--- src/rtl/tscc_pkg.sv ---
// Package with the shared types and constants of the congestion control block.
`timescale 1ns / 1ps
`default_nettype none
package tscc_pkg;

  localparam int unsigned WindowDepth = 64;
  localparam int unsigned IdxW        = $clog2(WindowDepth);
  localparam int unsigned SeqW        = 8;
  localparam int unsigned RttW        = 20;
  localparam int unsigned CwndW       = 10;

  localparam logic [CwndW-1:0] CwndMax      = 10'd1023;
  localparam logic [CwndW-1:0] CwndReset    = 10'd4;
  localparam logic [CwndW-1:0] SsthreshMin  = 10'd8;
  localparam logic [CwndW-1:0] SsthreshRst  = 10'd256;
  localparam logic [RttW-1:0]  TimeoutRst   = 20'd8000;
  localparam logic [SeqW:0]    WindowLimit  = 9'(WindowDepth);

  typedef enum logic [1:0] {
    ActSend  = 2'd0,
    ActAck   = 2'd1,
    ActTimer = 2'd2,
    ActNone  = 2'd3
  } action_e;

  typedef enum logic [2:0] {
    RegRtoInitial = 3'd0,
    RegRtoMin     = 3'd1,
    RegRtoMax     = 3'd2,
    RegSrttGain   = 3'd3,
    RegVarGain    = 3'd4,
    RegVarMult    = 3'd5,
    RegSsthresh   = 3'd6,
    RegUnused     = 3'd7
  } cfg_reg_e;

  // Smoothed round trip estimate and its variance.
  typedef struct packed {
    logic [RttW-1:0] srtt;
    logic [RttW-1:0] rttvar;
  } rtt_t;

  // One window entry as held in the entry memory.
  typedef struct packed {
    logic        rtt_ok;
    logic [31:0] sent_ms;
  } entry_t;

endpackage
`default_nettype wire

--- src/rtl/tscc_rtt_est.sv ---
// Round trip estimator update for one sample.
`timescale 1ns / 1ps
`default_nettype none
module tscc_rtt_est import tscc_pkg::*; (
  input  wire logic [31:0] now_ms_i,
  input  wire logic [31:0] sent_ms_i,
  input  wire logic        have_i,
  input  wire rtt_t        cur_i,
  input  wire logic [2:0]  srtt_gain_i,
  input  wire logic [2:0]  var_gain_i,
  output rtt_t             nxt_o
);

  logic [31:0]     diff;
  logic [RttW-1:0] sample;
  logic [RttW-1:0] dev;

  // The sample is the elapsed time in eighths, capped at the field width.
  always_comb begin
    diff   = now_ms_i - sent_ms_i;
    sample = (diff[31:RttW-3] != '0) ? {RttW{1'b1}} : {diff[RttW-4:0], 3'b000};
    dev    = (cur_i.srtt > sample) ? cur_i.srtt - sample : sample - cur_i.srtt;
    if (!have_i) begin
      nxt_o.srtt   = sample;
      nxt_o.rttvar = sample >> 1;
    end else begin
      nxt_o.rttvar = cur_i.rttvar - (cur_i.rttvar >> var_gain_i) + (dev >> var_gain_i);
      nxt_o.srtt   = cur_i.srtt - (cur_i.srtt >> srtt_gain_i) + (sample >> srtt_gain_i);
    end
  end

endmodule
`default_nettype wire

--- src/rtl/tcp_sender_window_congestion_control.sv ---
// Top level of the sender window and congestion control block.
`timescale 1ns / 1ps
`default_nettype none
// Sender window and congestion control. Each input transaction carries an
// action (send, ack, timer check) and a millisecond time, and yields exactly
// one result transaction. A send, a duplicate ack, an ack outside the window
// and the unused action go from the execute state straight to the done
// state. An ack inside the window walks the release state over each
// released entry, passes the multiply state when a round trip sample was
// taken, then the clamp state. A timer check walks the entries in flight
// until one has expired or the walk ends. Each walk reads the entry memory
// through its single read port; it holds send times and sample flags.
// The next transaction is accepted while a result still waits at the output.
// Configuration is to be written only while the block is idle; the block
// itself does not enforce it. The initial timeout and initial threshold
// registers act through their reset values.
module tcp_sender_window_congestion_control import tscc_pkg::*; (
  input  wire logic        clk_i,
  input  wire logic        rst_ni,
  input  wire logic        in_valid_i,
  output logic             in_ready_o,
  input  wire logic [1:0]  action_i,
  input  wire logic [7:0]  ack_number_i,
  input  wire logic [31:0] now_ms_i,
  output logic             out_valid_o,
  input  wire logic        out_ready_i,
  output logic             send_granted_o,
  output logic [7:0]       send_seqno_o,
  output logic             retransmit_o,
  output logic [7:0]       retransmit_seqno_o,
  output logic [6:0]       released_count_o,
  output logic [9:0]       cwnd_quarters_o,
  output logic [18:0]      rto_eighths_ms_o,
  input  wire logic        cfg_valid_i,
  output logic             cfg_ready_o,
  input  wire logic [2:0]  cfg_index_i,
  input  wire logic [15:0] cfg_data_i
);

  typedef enum logic [6:0] {
    StIdle   = 7'b0000001,
    StExec   = 7'b0000010,
    StAwalk  = 7'b0000100,
    StTwalk  = 7'b0001000,
    StTmul   = 7'b0010000,
    StTclamp = 7'b0100000,
    StDone   = 7'b1000000
  } state_e;

  state_e state_q, state_d;

  // Configuration registers.
  logic [15:0] rto_min_q, rto_max_q;
  logic [2:0]  srtt_gain_q, var_gain_q;
  logic [3:0]  var_mult_q;

  // Control state.
  logic [WindowDepth-1:0] valid_q;
  logic [SeqW-1:0]  next_seq_q, oldest_q, prev_ack_q;
  logic [1:0]       dup_q;
  logic [CwndW-1:0] cwnd_q, ssthresh_q;
  rtt_t             rtt_q;
  logic             have_q;
  logic [RttW-1:0]  timeout_q;

  // Current transaction.
  action_e          action_q;
  logic [SeqW-1:0]  ack_q;
  logic [31:0]      now_q;
  logic [SeqW-1:0]  walk_q;
  logic             pend_q;
  logic [SeqW-1:0]  pend_seq_q;
  logic             sampled_q;
  logic [23:0]      prod_q;
  logic             granted_q, retx_q;
  logic [SeqW-1:0]  gseq_q, rseq_q;
  logic [6:0]       released_q;

  // Output register.
  logic             out_valid_q;
  logic             o_granted_q, o_retx_q;
  logic [SeqW-1:0]  o_gseq_q, o_rseq_q;
  logic [6:0]       o_released_q;
  logic [CwndW-1:0] o_cwnd_q;
  logic [18:0]      o_rto_q;

  // Entry memory.
  entry_t           mem_q [WindowDepth];
  entry_t           rd_q;
  logic             mem_we, mem_re;
  logic [IdxW-1:0]  mem_waddr, mem_raddr;
  entry_t           mem_wdata;

  logic [SeqW-1:0]  inflight, ack_off, walk_seq;
  logic [18:0]      hi_lim, lo_lim;
  logic [20:0]      dbl_to;
  logic [21:0]      sesqui_to;
  logic [RttW-1:0]  dbl_clamped, sesqui_clamped;
  logic [CwndW-1:0] half_cwnd, ssthresh_collapse;
  logic [24:0]      tsum, tlo;
  logic [RttW-1:0]  tnew;
  logic [10:0]      cwnd_sum;
  logic [31:0]      elapsed;
  logic [34:0]      elapsed8;
  logic             expired;
  logic             can_send, out_free;
  rtt_t             rtt_nxt;

  assign in_ready_o  = (state_q == StIdle);
  assign cfg_ready_o = 1'b1;
  assign out_free    = !out_valid_q || out_ready_i;

  // Combinational helpers shared by several actions.
  always_comb begin
    inflight          = next_seq_q - oldest_q;
    ack_off           = ack_q - oldest_q;
    walk_seq          = oldest_q + walk_q;
    hi_lim            = {rto_max_q, 3'b000};
    lo_lim            = {rto_min_q, 3'b000};
    dbl_to            = {timeout_q, 1'b0};
    sesqui_to         = ({1'b0, timeout_q, 1'b0} + {2'b00, timeout_q}) >> 1;
    dbl_clamped       = (dbl_to > {2'b00, hi_lim}) ? {1'b0, hi_lim} : dbl_to[RttW-1:0];
    sesqui_clamped    = (sesqui_to > {3'b000, hi_lim}) ? {1'b0, hi_lim}
                                                       : sesqui_to[RttW-1:0];
    half_cwnd         = cwnd_q >> 1;
    ssthresh_collapse = (half_cwnd < SsthreshMin) ? SsthreshMin : half_cwnd;
    tsum              = {5'b0, rtt_q.srtt} + {1'b0, prod_q};
    tlo               = (tsum < {6'b0, lo_lim}) ? {6'b0, lo_lim} : tsum;
    tnew              = (tlo > {6'b0, hi_lim}) ? {1'b0, hi_lim} : tlo[RttW-1:0];
    cwnd_sum          = {1'b0, cwnd_q} + ((cwnd_q < ssthresh_q) ? 11'd4 : 11'd2);
    elapsed           = now_q - rd_q.sent_ms;
    elapsed8          = {elapsed, 3'b000};
    expired           = (elapsed8 >= {15'b0, timeout_q});
    can_send          = ({1'b0, inflight} < {1'b0, cwnd_q[CwndW-1:2]}) &&
                        ({1'b0, inflight} < WindowLimit) &&
                        (inflight != {SeqW{1'b1}});
  end

  tscc_rtt_est u_rtt_est (
    .now_ms_i    (now_q),
    .sent_ms_i   (rd_q.sent_ms),
    .have_i      (have_q),
    .cur_i       (rtt_q),
    .srtt_gain_i (srtt_gain_q),
    .var_gain_i  (var_gain_q),
    .nxt_o       (rtt_nxt)
  );

  // Entry memory port control.
  always_comb begin
    mem_we    = 1'b0;
    mem_waddr = '0;
    mem_wdata = '0;
    mem_re    = 1'b0;
    mem_raddr = walk_q[IdxW-1:0];
    unique case (state_q)
      StExec: begin
        if (action_q == ActSend && can_send) begin
          mem_we    = 1'b1;
          mem_waddr = next_seq_q[IdxW-1:0];
          mem_wdata = '{rtt_ok: 1'b1, sent_ms: now_q};
        end else if (action_q == ActAck && ack_q == prev_ack_q && dup_q == 2'd2 &&
                     ack_off < inflight && valid_q[ack_q[IdxW-1:0]]) begin
          mem_we    = 1'b1;
          mem_waddr = ack_q[IdxW-1:0];
          mem_wdata = '{rtt_ok: 1'b0, sent_ms: now_q};
        end
      end
      StAwalk: begin
        mem_re    = (oldest_q != ack_q);
        mem_raddr = oldest_q[IdxW-1:0];
      end
      StTwalk: begin
        if (pend_q && expired) begin
          mem_we    = 1'b1;
          mem_waddr = pend_seq_q[IdxW-1:0];
          mem_wdata = '{rtt_ok: 1'b0, sent_ms: now_q};
        end else begin
          mem_re    = (walk_q != inflight);
          mem_raddr = walk_seq[IdxW-1:0];
        end
      end
      StIdle, StTmul, StTclamp, StDone: ;
      default: ;
    endcase
  end

  always_ff @(posedge clk_i) begin
    if (mem_we) begin
      mem_q[mem_waddr] <= mem_wdata;
    end
    if (mem_re) begin
      rd_q <= mem_q[mem_raddr];
    end
  end

  // Configuration writes.
  always_ff @(posedge clk_i or negedge rst_ni) begin
    if (!rst_ni) begin
      rto_min_q   <= 16'd100;
      rto_max_q   <= 16'd60000;
      srtt_gain_q <= 3'd3;
      var_gain_q  <= 3'd2;
      var_mult_q  <= 4'd4;
    end else if (cfg_valid_i) begin
      case (cfg_index_i)
        RegRtoMin:   rto_min_q   <= cfg_data_i;
        RegRtoMax:   rto_max_q   <= cfg_data_i;
        RegSrttGain: srtt_gain_q <= cfg_data_i[2:0];
        RegVarGain:  var_gain_q  <= cfg_data_i[2:0];
        RegVarMult:  var_mult_q  <= cfg_data_i[3:0];
        default: ;
      endcase
    end
  end

  // Next state of the sequencer.
  always_comb begin
    state_d = state_q;
    unique case (state_q)
      StIdle:   if (in_valid_i) state_d = StExec;
      StExec: begin
        state_d = StDone;
        if (action_q == ActAck && ack_q != prev_ack_q && ack_off <= inflight) begin
          state_d = StAwalk;
        end else if (action_q == ActTimer) begin
          state_d = StTwalk;
        end
      end
      StAwalk: begin
        if (oldest_q == ack_q && !pend_q) begin
          state_d = (sampled_q || (pend_q && rd_q.rtt_ok)) ? StTmul : StTclamp;
        end
      end
      StTwalk: begin
        if ((pend_q && expired) || (walk_q == inflight && !pend_q)) state_d = StDone;
      end
      StTmul:   state_d = StTclamp;
      StTclamp: state_d = StDone;
      StDone:   if (out_free) state_d = StIdle;
      default:  state_d = StIdle;
    endcase
  end

  // Sequencer datapath and control state.
  always_ff @(posedge clk_i or negedge rst_ni) begin
    if (!rst_ni) begin
      state_q      <= StIdle;
      valid_q      <= '0;
      next_seq_q   <= '0;
      oldest_q     <= '0;
      prev_ack_q   <= '0;
      dup_q        <= '0;
      cwnd_q       <= CwndReset;
      ssthresh_q   <= SsthreshRst;
      rtt_q        <= '0;
      have_q       <= 1'b0;
      timeout_q    <= TimeoutRst;
      pend_q       <= 1'b0;
      sampled_q    <= 1'b0;
      out_valid_q  <= 1'b0;
      action_q     <= ActNone;
      ack_q        <= '0;
      now_q        <= '0;
      walk_q       <= '0;
      pend_seq_q   <= '0;
      prod_q       <= '0;
      granted_q    <= 1'b0;
      retx_q       <= 1'b0;
      gseq_q       <= '0;
      rseq_q       <= '0;
      released_q   <= '0;
      o_granted_q  <= 1'b0;
      o_retx_q     <= 1'b0;
      o_gseq_q     <= '0;
      o_rseq_q     <= '0;
      o_released_q <= '0;
      o_cwnd_q     <= '0;
      o_rto_q      <= '0;
    end else begin
      state_q <= state_d;
      // The output register fills from the done state and empties on acceptance.
      if (state_q == StDone && out_free) begin
        out_valid_q <= 1'b1;
      end else if (out_valid_q && out_ready_i) begin
        out_valid_q <= 1'b0;
      end
      unique case (state_q)
        StIdle: begin
          if (in_valid_i) begin
            action_q   <= action_e'(action_i);
            ack_q      <= ack_number_i;
            now_q      <= now_ms_i;
            granted_q  <= 1'b0;
            retx_q     <= 1'b0;
            gseq_q     <= '0;
            rseq_q     <= '0;
            released_q <= '0;
            walk_q     <= '0;
            pend_q     <= 1'b0;
            sampled_q  <= 1'b0;
          end
        end
        StExec: begin
          case (action_q)
            ActSend: begin
              if (can_send) begin
                valid_q[next_seq_q[IdxW-1:0]] <= 1'b1;
                granted_q  <= 1'b1;
                gseq_q     <= next_seq_q;
                next_seq_q <= next_seq_q + 8'd1;
              end
            end
            ActAck: begin
              if (ack_q == prev_ack_q) begin
                // Third duplicate: collapse the window and back off.
                if (dup_q == 2'd2) begin
                  dup_q      <= '0;
                  ssthresh_q <= ssthresh_collapse;
                  cwnd_q     <= CwndReset;
                  timeout_q  <= dbl_clamped;
                  if (ack_off < inflight && valid_q[ack_q[IdxW-1:0]]) begin
                    retx_q <= 1'b1;
                    rseq_q <= ack_q;
                  end
                end else begin
                  dup_q <= dup_q + 2'd1;
                end
              end else begin
                dup_q      <= '0;
                prev_ack_q <= ack_q;
              end
            end
            default: ;
          endcase
        end
        StAwalk: begin
          // Sample stage for the entry read in the previous cycle.
          if (pend_q && rd_q.rtt_ok) begin
            rtt_q     <= rtt_nxt;
            have_q    <= 1'b1;
            sampled_q <= 1'b1;
          end
          // Release stage: one entry a cycle.
          if (oldest_q != ack_q) begin
            pend_q                      <= valid_q[oldest_q[IdxW-1:0]];
            valid_q[oldest_q[IdxW-1:0]] <= 1'b0;
            released_q                  <= released_q + 7'd1;
            oldest_q                    <= oldest_q + 8'd1;
          end else begin
            pend_q <= 1'b0;
            if (!pend_q) begin
              cwnd_q <= (cwnd_sum > {1'b0, CwndMax}) ? CwndMax : cwnd_sum[CwndW-1:0];
            end
          end
        end
        StTwalk: begin
          if (pend_q && expired) begin
            ssthresh_q <= ssthresh_collapse;
            cwnd_q     <= CwndReset;
            timeout_q  <= sesqui_clamped;
            retx_q     <= 1'b1;
            rseq_q     <= pend_seq_q;
            pend_q     <= 1'b0;
          end else if (walk_q != inflight) begin
            pend_q     <= valid_q[walk_seq[IdxW-1:0]];
            pend_seq_q <= walk_seq;
            walk_q     <= walk_q + 8'd1;
          end else begin
            pend_q <= 1'b0;
          end
        end
        StTmul: prod_q <= {20'b0, var_mult_q} * {4'b0, rtt_q.rttvar};
        StTclamp: begin
          if (sampled_q) timeout_q <= tnew;
        end
        StDone: begin
          if (out_free) begin
            o_granted_q  <= granted_q;
            o_retx_q     <= retx_q;
            o_gseq_q     <= gseq_q;
            o_rseq_q     <= rseq_q;
            o_released_q <= released_q;
            o_cwnd_q     <= cwnd_q;
            o_rto_q      <= timeout_q[18:0];
          end
        end
        default: ;
      endcase
    end
  end

  assign out_valid_o        = out_valid_q;
  assign send_granted_o     = o_granted_q;
  assign send_seqno_o       = o_gseq_q;
  assign retransmit_o       = o_retx_q;
  assign retransmit_seqno_o = o_rseq_q;
  assign released_count_o   = o_released_q;
  assign cwnd_quarters_o    = o_cwnd_q;
  assign rto_eighths_ms_o   = o_rto_q;

  // A result never both grants a send and asks for a resend.
  a_grant_xor_retx: assert property (@(posedge clk_i) disable iff (!rst_ni)
    out_valid_o |-> !(send_granted_o && retransmit_o))
    else $error("grant and retransmit in one result");

  // The window never drops below one packet.
  a_cwnd_floor: assert property (@(posedge clk_i) disable iff (!rst_ni)
    cwnd_q >= CwndReset)
    else $error("congestion window below one packet");

  // Packets in flight never exceed the window depth.
  a_inflight: assert property (@(posedge clk_i) disable iff (!rst_ni)
    {1'b0, inflight} <= WindowLimit)
    else $error("in-flight count beyond window depth");

  // Released entries come only with a transaction that neither sends nor resends.
  a_release_alone: assert property (@(posedge clk_i) disable iff (!rst_ni)
    (out_valid_o && released_count_o != '0) |-> (!send_granted_o && !retransmit_o))
    else $error("release reported with send or resend");

endmodule
`default_nettype wire
--- config.mk ---
export PLATFORM = sky130hd
export DESIGN_NAME = tcp_sender_window_congestion_control
export DESIGN_NICKNAME = d
export VERILOG_FILES = /design/src/rtl/tscc_pkg.sv /design/src/rtl/tscc_rtt_est.sv /design/src/rtl/tcp_sender_window_congestion_control.sv
export SDC_FILE = /design/constraint.sdc
export NUM_CORES = 2
export LEC_CHECK = 0
export BUFFER_PORTS_ARGS = -buffer_cell sky130_fd_sc_hd__clkbuf_2
export CORE_AREA = 3 3 395 553
export DETAILED_ROUTE_END_ITERATION = 10
export DIE_AREA = 0 0 398 556
export GPL_TIMING_DRIVEN = 0
export PLACE_DENSITY = 0.79
export SLEW_MARGIN = 10
export SYNTH_ARGS = -nofsm -noshare
export SYNTH_HDL_FRONTEND = slang
export SYNTH_SLANG_ARGS = --single-unit
--- constraint.sdc ---
create_clock -name clk_i -period 11.55 [get_ports clk_i]
set_input_delay 1.7325 -clock clk_i [delete_from_list [all_inputs] [get_ports clk_i]]
set_output_delay 1.7325 -clock clk_i [all_outputs]
set_load 0.05 [all_outputs]
* After elaboration in Yosys (flattened, before gate mapping)
Memories as Yosys holds them, arrays and structs flattened. A register that Yosys moved wholly into a read port is not among the register bits.
Cells that the tools add are included.
** Operators by class
- Muxes and demuxes :: 104
- Add/sub/neg operators :: 18
- Reduce and logical (&&, ||, !) cells :: 59
- Magnitude comparators :: 19
- Equality and inequality tests :: 40
- Multiply operators :: 1
- Bitwise logic cells :: 5
- Shift-type cells :: 4
** Operators by type and width (count)
- two-way mux 20 bit :: 10
- two-way mux 64 bit :: 3
- case mux 64 bit (2 select lines) :: 1
- two-way mux 10 bit :: 11
- two-way mux 8 bit :: 10
- right shift 20 x 3 -> 20 bit :: 4
- subtractor 20 bit :: 4
- case mux 33 bit (2 select lines) :: 1
- bitwise AND 64 bit :: 1
- two-way mux 32 bit :: 2
- inverter 64 bit :: 1
- OR 64 bit :: 1
- case mux 20 bit (3 select lines) :: 1
- two-way mux 7 bit :: 8
- case mux 7 bit (7 select lines) :: 1
- greater-than comparator 21 x 19 -> 1 bit :: 2
- adder 20 bit :: 2
- two-way mux 40 bit :: 1
- inequality test 2 bit (second input constant) :: 18
- >= comparator 35 x 20 -> 1 bit :: 1
- two-way mux 33 bit :: 1
- case mux 8 bit (2 select lines) :: 2
- subtractor 32 bit :: 1
- two-way mux 6 bit :: 5
- other kinds (63) :: 158
** Storage, ports and cells
- RAM bits :: 2112
- Bits of input ports :: 66
- Register bits :: 384
- Memories kept :: 1
- Output and inout port bits :: 57
- Word-level logic and storage cells :: 289
** Memories
- mem_q :: words 64, width 33, rd ports 1, clocked after Yosys merged registers in 1, write ports 1, RTL line tcp_sender_window_congestion_control.sv:88 : entry_t mem_q [WindowDepth];

* Logic depth before layout (Yosys ltp)
- Depth after elaboration :: 10
- Depth in mapped cells :: 56
- Depth with buffers taken out :: 52

* Hierarchy
A second synthesis with hierarchy kept.
** Unflattened totals
- Cells, all modules :: 10617
- Area total of the unflattened synthesis :: 121348.9 µm²
** Modules (own cells, without submodules)
- tcp_sender_window_congestion_control :: cells an instance 9225, instances 1, seq. area each 74027.2 µm², area each 111438.1 µm²
- tscc_rtt_est :: cells an instance 1392, instances 1, seq. area each 0.0 µm², area each 9910.8 µm²

* Worst setup path after synthesis
OpenSTA, ideal clock, no wires.
- Kind :: register to register
- Start :: register rd_q[1] (netlist name)
- End :: register rtt_q[19] (netlist name)
- Path slack :: 0.905 ns
- Path buffers :: 5
- Cell stages (with the launch flop) :: 53
- Data required time :: 11.463 ns
- Arrival time :: 10.558 ns
- Clock period less this slack :: 10.645 ns
- Setup time :: 0.087 ns
- Cell sequence :: edfxtp_1 -> inv_1 -> ha_1 -> nor2b_1 -> o31a_1 -> o41a_1 -> nor3b_4 -> a21oi_1 -> or4_1 -> nand4_1 -> and4_1 -> and3_1 -> clkbuf_1 -> inv_1 -> clkbuf_1 -> nor2_1 -> inv_1 -> ha_1 -> (+17 left out) -> fa_1 -> inv_1 -> ha_1 -> a21o_1 -> a21o_1 -> a21o_1 -> a21oi_1 -> o21a_1 -> o2111ai_1 -> a311oi_1 -> nor2b_1 -> o21ai_0 -> nand2b_1 -> a21o_1 -> a21oi_1 -> xor2_1 -> mux2_2 -> o211ai_1
** Between the ends
- Longest elaborated chain between the ends :: 8
- Elaborated cells between the ends (all ways) :: 10
- Those cells by class :: 4 x add/sub; 1 x order compare; 1 x shift; 3 x mux; 1 x reduce/logical
** Ends and longest elaborated chain
- subtractor 32 bit (*) :: RTL line tscc_rtt_est.sv:20 : diff = now_ms_i - sent_ms_i;
- nonzero test 15 bit :: RTL line tscc_rtt_est.sv:21 : sample = (diff[31:RttW-3] != '0) ? {RttW{1'b1}} : {diff[RttW-4:0], 3'b000};
- two-way mux 20 bit (*) :: RTL line tscc_rtt_est.sv:21
- subtractor 20 bit or greater-than comparator 20 bit (tied branches) :: RTL line tscc_rtt_est.sv:22 : dev = (cur_i.srtt > sample) ? cur_i.srtt - sample : sample - cur_i.srtt;
- two-way mux 20 bit (*) :: RTL line tscc_rtt_est.sv:22
- right shift 20 x 3 -> 20 bit (*) :: RTL line tscc_rtt_est.sv:27 : nxt_o.rttvar = cur_i.rttvar - (cur_i.rttvar >> var_gain_i) + (dev >> var_gain_i);
- adder 20 bit (*) :: RTL line tscc_rtt_est.sv:27
- two-way mux 40 bit (*) :: RTL line tscc_rtt_est.sv:23 : if (!have_i) begin
- end signal, assigned :: RTL line tcp_sender_window_congestion_control.sv:340 : rtt_q <= rtt_nxt;
- end, declared :: RTL line tcp_sender_window_congestion_control.sv:62 : rtt_t rtt_q;
Mark *: on every way between the ends. The rest lies on a longest branch, timed or not.
A chain may end at the register's enable or synchronous reset.

* Final worst setup path
- Start :: register now_q[0]
- End :: register rtt_q[19] (netlist name)
** Between the ends
- Longest elaborated chain between the ends :: 8
- Elaborated cells between the ends (all ways) :: 10
- Those cells by class :: 4 x add/sub; 1 x order compare; 1 x shift; 3 x mux; 1 x reduce/logical
** Ends and longest elaborated chain
- start, declared :: RTL line tcp_sender_window_congestion_control.sv:69 : logic [31:0] now_q;
- start signal, assigned :: RTL line tcp_sender_window_congestion_control.sv:293 : now_q <= now_ms_i;
- subtractor 32 bit (*) :: RTL line tscc_rtt_est.sv:20
- nonzero test 15 bit :: RTL line tscc_rtt_est.sv:21
- two-way mux 20 bit (*) :: RTL line tscc_rtt_est.sv:21
- subtractor 20 bit or greater-than comparator 20 bit (tied branches) :: RTL line tscc_rtt_est.sv:22
- two-way mux 20 bit (*) :: RTL line tscc_rtt_est.sv:22
- right shift 20 x 3 -> 20 bit (*) :: RTL line tscc_rtt_est.sv:27
- adder 20 bit (*) :: RTL line tscc_rtt_est.sv:27
- two-way mux 40 bit (*) :: RTL line tscc_rtt_est.sv:23
Marks and branches as above.

==> reports/qor.csv <==
stage,metric,value,unit
outcome,outcome,finished clean,
placement,portBuffers,121,
cells_and_area,final_nets,10380,
yosys,synth_xor_area_frac,0.01338,
job,max_cap_violations,0,
critical_path,cpPeakStageDelay,460,ps
floorplan,die_height,556,microns
yosys,synth.mux.area_fraction,0.05678,
clock_tree,clk_path_buf_depth,4,
sta,hold-worst-slack,484.4,ps
yosys,post_synth_and_or_nand_nor_area_fraction,0.1175,
yosys,synth_area_in_compound_gates,0.1039,
clock_tree,tritoncts,built,
clock_tree,postCtsHoldBufs,0,
yosys,netlist_top_cells_count,"sky130_fd_sc_hd__edfxtp_1 (2145), sky130_fd_sc_hd__nand2_1 (1793), sky130_fd_sc_hd__mux2i_1 (426)",
yosys,synthDominantAreaCellType,sky130_fd_sc_hd__edfxtp_1,
drt,vias,85030,
sta,tightest_slew,1437,ps
sta,finalHoldViolations,0,
cells_and_area,post_layout_nonfiller_instances,12990,
sta,fin_worst_skew,90.63,ps
cells_and_area,layout-drive-gt1-share,0.1152,
yosys,postSynth.topFlopCell,sky130_fd_sc_hd__edfxtp_1,
critical_path,critical_path.startpoint_type,register,
grt,largest_net_degree_at_the_start_of_global_routing,101,
cells_and_area,filler_cells_inserted,15680,
grt,grt.total_usage,0.3477,
critical_path,critical-path-top-cell-by-count,sky130_fd_sc_hd__a21o_1,
yosys,synth_top_area_share,0.5499,
clock_tree,cts_num_sinks,2528,
yosys,postSynthRegisterBits,2528,
clock_tree,clock_latency_on_the_worst_skew_pair,940,ps
drt,detailedRoute.firstPassIterationCount,8,
floorplan,design.portCount,123,
drt,wl_per_cell,30.15,microns
cells_and_area,final_util,0.6162,
placement,detailed_place.area,124200,sq um
yosys,dominant_combinational_cell_family_by_area_after_synthesis,simple AND/OR/NAND/NOR gates,
drt,post_drt_via_cell_ratio,6.545,
power_and_ir_drop,static-leakage-power,51.62,nW
sta,clock_period_minus_worst_slack,11000,ps
critical_path,cp.arrival,11810,ps
placement,dpl.hpwl,276200,microns
sta,slew_violations,0,
grt,global_route_wire_length_before_repair,558300,microns
yosys,syn-instance-count,9475,
power_and_ir_drop,power-per-cell-area,191.8,nW/um^2
clock_tree,cts_inserted_buffers,229,
floorplan,initial_core_util,0.5473,
drt,finalWirelength,391700,microns
critical_path,setup.worst_path.class,reg2reg,
grt,grt_antenna_before_repair,35,
critical_path,critical-path-slowest-cell,sky130_fd_sc_hd__fa_1,
power_and_ir_drop,ir_worst_vdd,0.1363,mV
placement,place_inst,12540,
critical_path,critical_path.endpoint_type,register,
floorplan,std_cell_rows,201,
drt,drc,0,
sta,max_slew_margin,0.03459,
floorplan,floorplan.core_area,214000,sq um
yosys,async_flop_share,0.1515,
floorplan,die_area,221300,sq um
clock_tree,cts.htree.levels,4,
clock_tree,clock_root_buffer,sky130_fd_sc_hd__clkbuf_16,
drt,route.antenna.remaining_nets,0,
yosys,synth_edf_count,2145,
yosys,synth.area.top_cells,"sky130_fd_sc_hd__edfxtp_1 (55%), sky130_fd_sc_hd__dfrtp_1 (7.6%), sky130_fd_sc_hd__nand2_1 (5.7%)",
grt,first_global_vias,83210,
clock_tree,clkTransAtPathRegs,70,ps
grt,congestion_overflow_gr,0,
yosys,netlist-cell-type-count,93,
yosys,synth-adder-area-share,0.04687,
sta,setup_tns,0,ps
critical_path,crit_required,12350,ps
floorplan,die_width,398,microns
yosys,syn-cell-area,117100,sq um
placement,gp_routability_congestion,1.021,
critical_path,critical_path_peak_fanout,13,
sta,min_period_over_period,0.9528,
yosys,synthesis.area_per_instance,12.36,sq um
yosys,synth.most_common_cell,sky130_fd_sc_hd__edfxtp_1,
cells_and_area,layout-area-overhead-vs-synth,12.59,%
cells_and_area,finalInstanceArea,131900,sq um
yosys,synth.yosys.seq_area_share,0.6319,
hold_path,holdCritPathClass,reg2reg,
yosys,yosys_warnings,0,
yosys,syn-num-nets,9930,
sta,fmax,90.87,MHz
sta,finalSetupViolations,0,
drt,dr.first_iter.drc_count,12030,
## sequential cells by signal, indices dropped and copies added, names as in the netlist, 8 cells and up
signal	cells
ack_q	8
cwnd_q	10
cwnd_quarters_o	10
gseq_q	8
mem_q	2112
next_seq_q	8
now_q	32
oldest_q	8
pend_seq_q	8
prev_ack_q	8
prod_q	24
rd_q	33
retransmit_seqno_o	8
rseq_q	8
rto_eighths_ms_o	19
rto_max_q	16
rto_min_q	16
rtt_q	40
send_seqno_o	8
ssthresh_q	9
timeout_q	20
valid_q	64
walk_q	8
## what timing repair did
item / in CTS / in global routing
buffers inserted: 3 / 4
pin swaps: 2 / 7
gates resized for setup: 36 / 33
cloned: 0 / 1
setup endpoints to repair: 16 / 5
## path summary, 6_finish.rpt
check / cells past startpoint / slack [ps] / to / from
max: 50 / 550 / rtt_q[19] / now_q[0]
max in group asynchronous: 3 / 8990 / rtt_q[7] / rst_ni
min in group asynchronous: 1 / 970 / valid_q[28] / rst_ni
min reg2reg: 2 / 480 / rto_eighths_ms_o[6] / rto_eighths_ms_o[6]
max reg2reg: 50 / 550 / rtt_q[19] / now_q[0]
min: 2 / 480 / rto_eighths_ms_o[6] / rto_eighths_ms_o[6]
## routing by layer
metal	wire length, microns	vias to the layer above	track usage	share of wire
met4	43680	6	0.3148	0.11
li1	-	36230	-	-
met3	40230	1655	0.07623	0.10
met2	184100	5919	0.5618	0.47
met5	46	-	0	0.00012
met1	123700	41220	0.3839	0.32
## area by class of cell
class | instances | area (sq um) | share of cell area
clock inverter | 131 | 1199 | 0.009089
inverter | 315 | 1186 | 0.008994
timing repair buffer | 227 | 2880 | 0.02184
tap | 2842 | 3556 | 0.02696
buffer | 529 | 2273 | 0.01724
clock buffer | 281 | 6032 | 0.04574
sequential | 2528 | 74030 | 0.5613
multi-input combinational | 6097 | 40630 | 0.3081
antenna | 40 | 100.1 | 0.0007590
## where the power goes
group / internal [W] / switching [W]
Sequential: 0.0103 / 0.000345
Combinational: 0.00229 / 0.00487
Clock: 0.00410 / 0.00342
Total: 0.0167 / 0.00863
## worst max-delay path: cells and delay by family (launching register included)
kind,cells,cell delay [ps]
AO/OA/AOI/OAI,26,5190
adder cells (fa/ha/maj),5,1690
AND/OR/NAND/NOR,8,1400
multiplexers,3,880
buffers and inverters,6,820
XOR/XNOR,2,610
flip-flops,1,360
## cells by family (layout without fill, tap and decap cells)
family,Yosys count,after routing
flip-flops,2528,2528
adder cells (fa/ha/maj),389,389
AO/OA/AOI/OAI,1871,1871
buffers and inverters,851,1483
AND/OR/NAND/NOR,3087,3088
other,1,41
multiplexers,569,569
XOR/XNOR,179,179
## cell usage in the layout (no fill, tap or decap), types with 50 or more instances in the layout
master,n
sky130_fd_sc_hd__buf_1,54
sky130_fd_sc_hd__nor3_1,105
sky130_fd_sc_hd__mux2_2,74
sky130_fd_sc_hd__a21oi_1,341
sky130_fd_sc_hd__fa_1,83
sky130_fd_sc_hd__a32oi_1,135
sky130_fd_sc_hd__a21o_1,79
sky130_fd_sc_hd__inv_1,309
sky130_fd_sc_hd__dfrtp_1,357
sky130_fd_sc_hd__a31oi_1,257
sky130_fd_sc_hd__nor2_1,238
sky130_fd_sc_hd__nand2_1,1789
sky130_fd_sc_hd__o22ai_1,162
sky130_fd_sc_hd__mux2i_1,425
sky130_fd_sc_hd__mux4_2,69
sky130_fd_sc_hd__o21ai_0,403
sky130_fd_sc_hd__buf_2,161
sky130_fd_sc_hd__a211oi_1,150
sky130_fd_sc_hd__clkbuf_1,336
sky130_fd_sc_hd__nand3_1,343
sky130_fd_sc_hd__nor2_4,67
sky130_fd_sc_hd__xnor2_1,118
sky130_fd_sc_hd__and2_1,50
sky130_fd_sc_hd__edfxtp_1,2145
sky130_fd_sc_hd__xor2_1,57
sky130_fd_sc_hd__and3_1,161
sky130_fd_sc_hd__clkbuf_2,124
sky130_fd_sc_hd__clkbuf_16,231
sky130_fd_sc_hd__nor2b_1,52
sky130_fd_sc_hd__ha_1,299
## stage by stage
| step | setup slack [ps] | power (W) |
|---|---|---|
| after floorplan | 905.1 | 0.01520 |
| after global placement | -2183 | 0.01740 |
| after detailed placement | -2148 | 0.01761 |
| after CTS | 0.4130 | 0.02502 |
| after global routing | -3.612 | 0.02615 |
| final | 545.4 | 0.02530 |
Note: power is estimated with default switching activity, not from simulation.
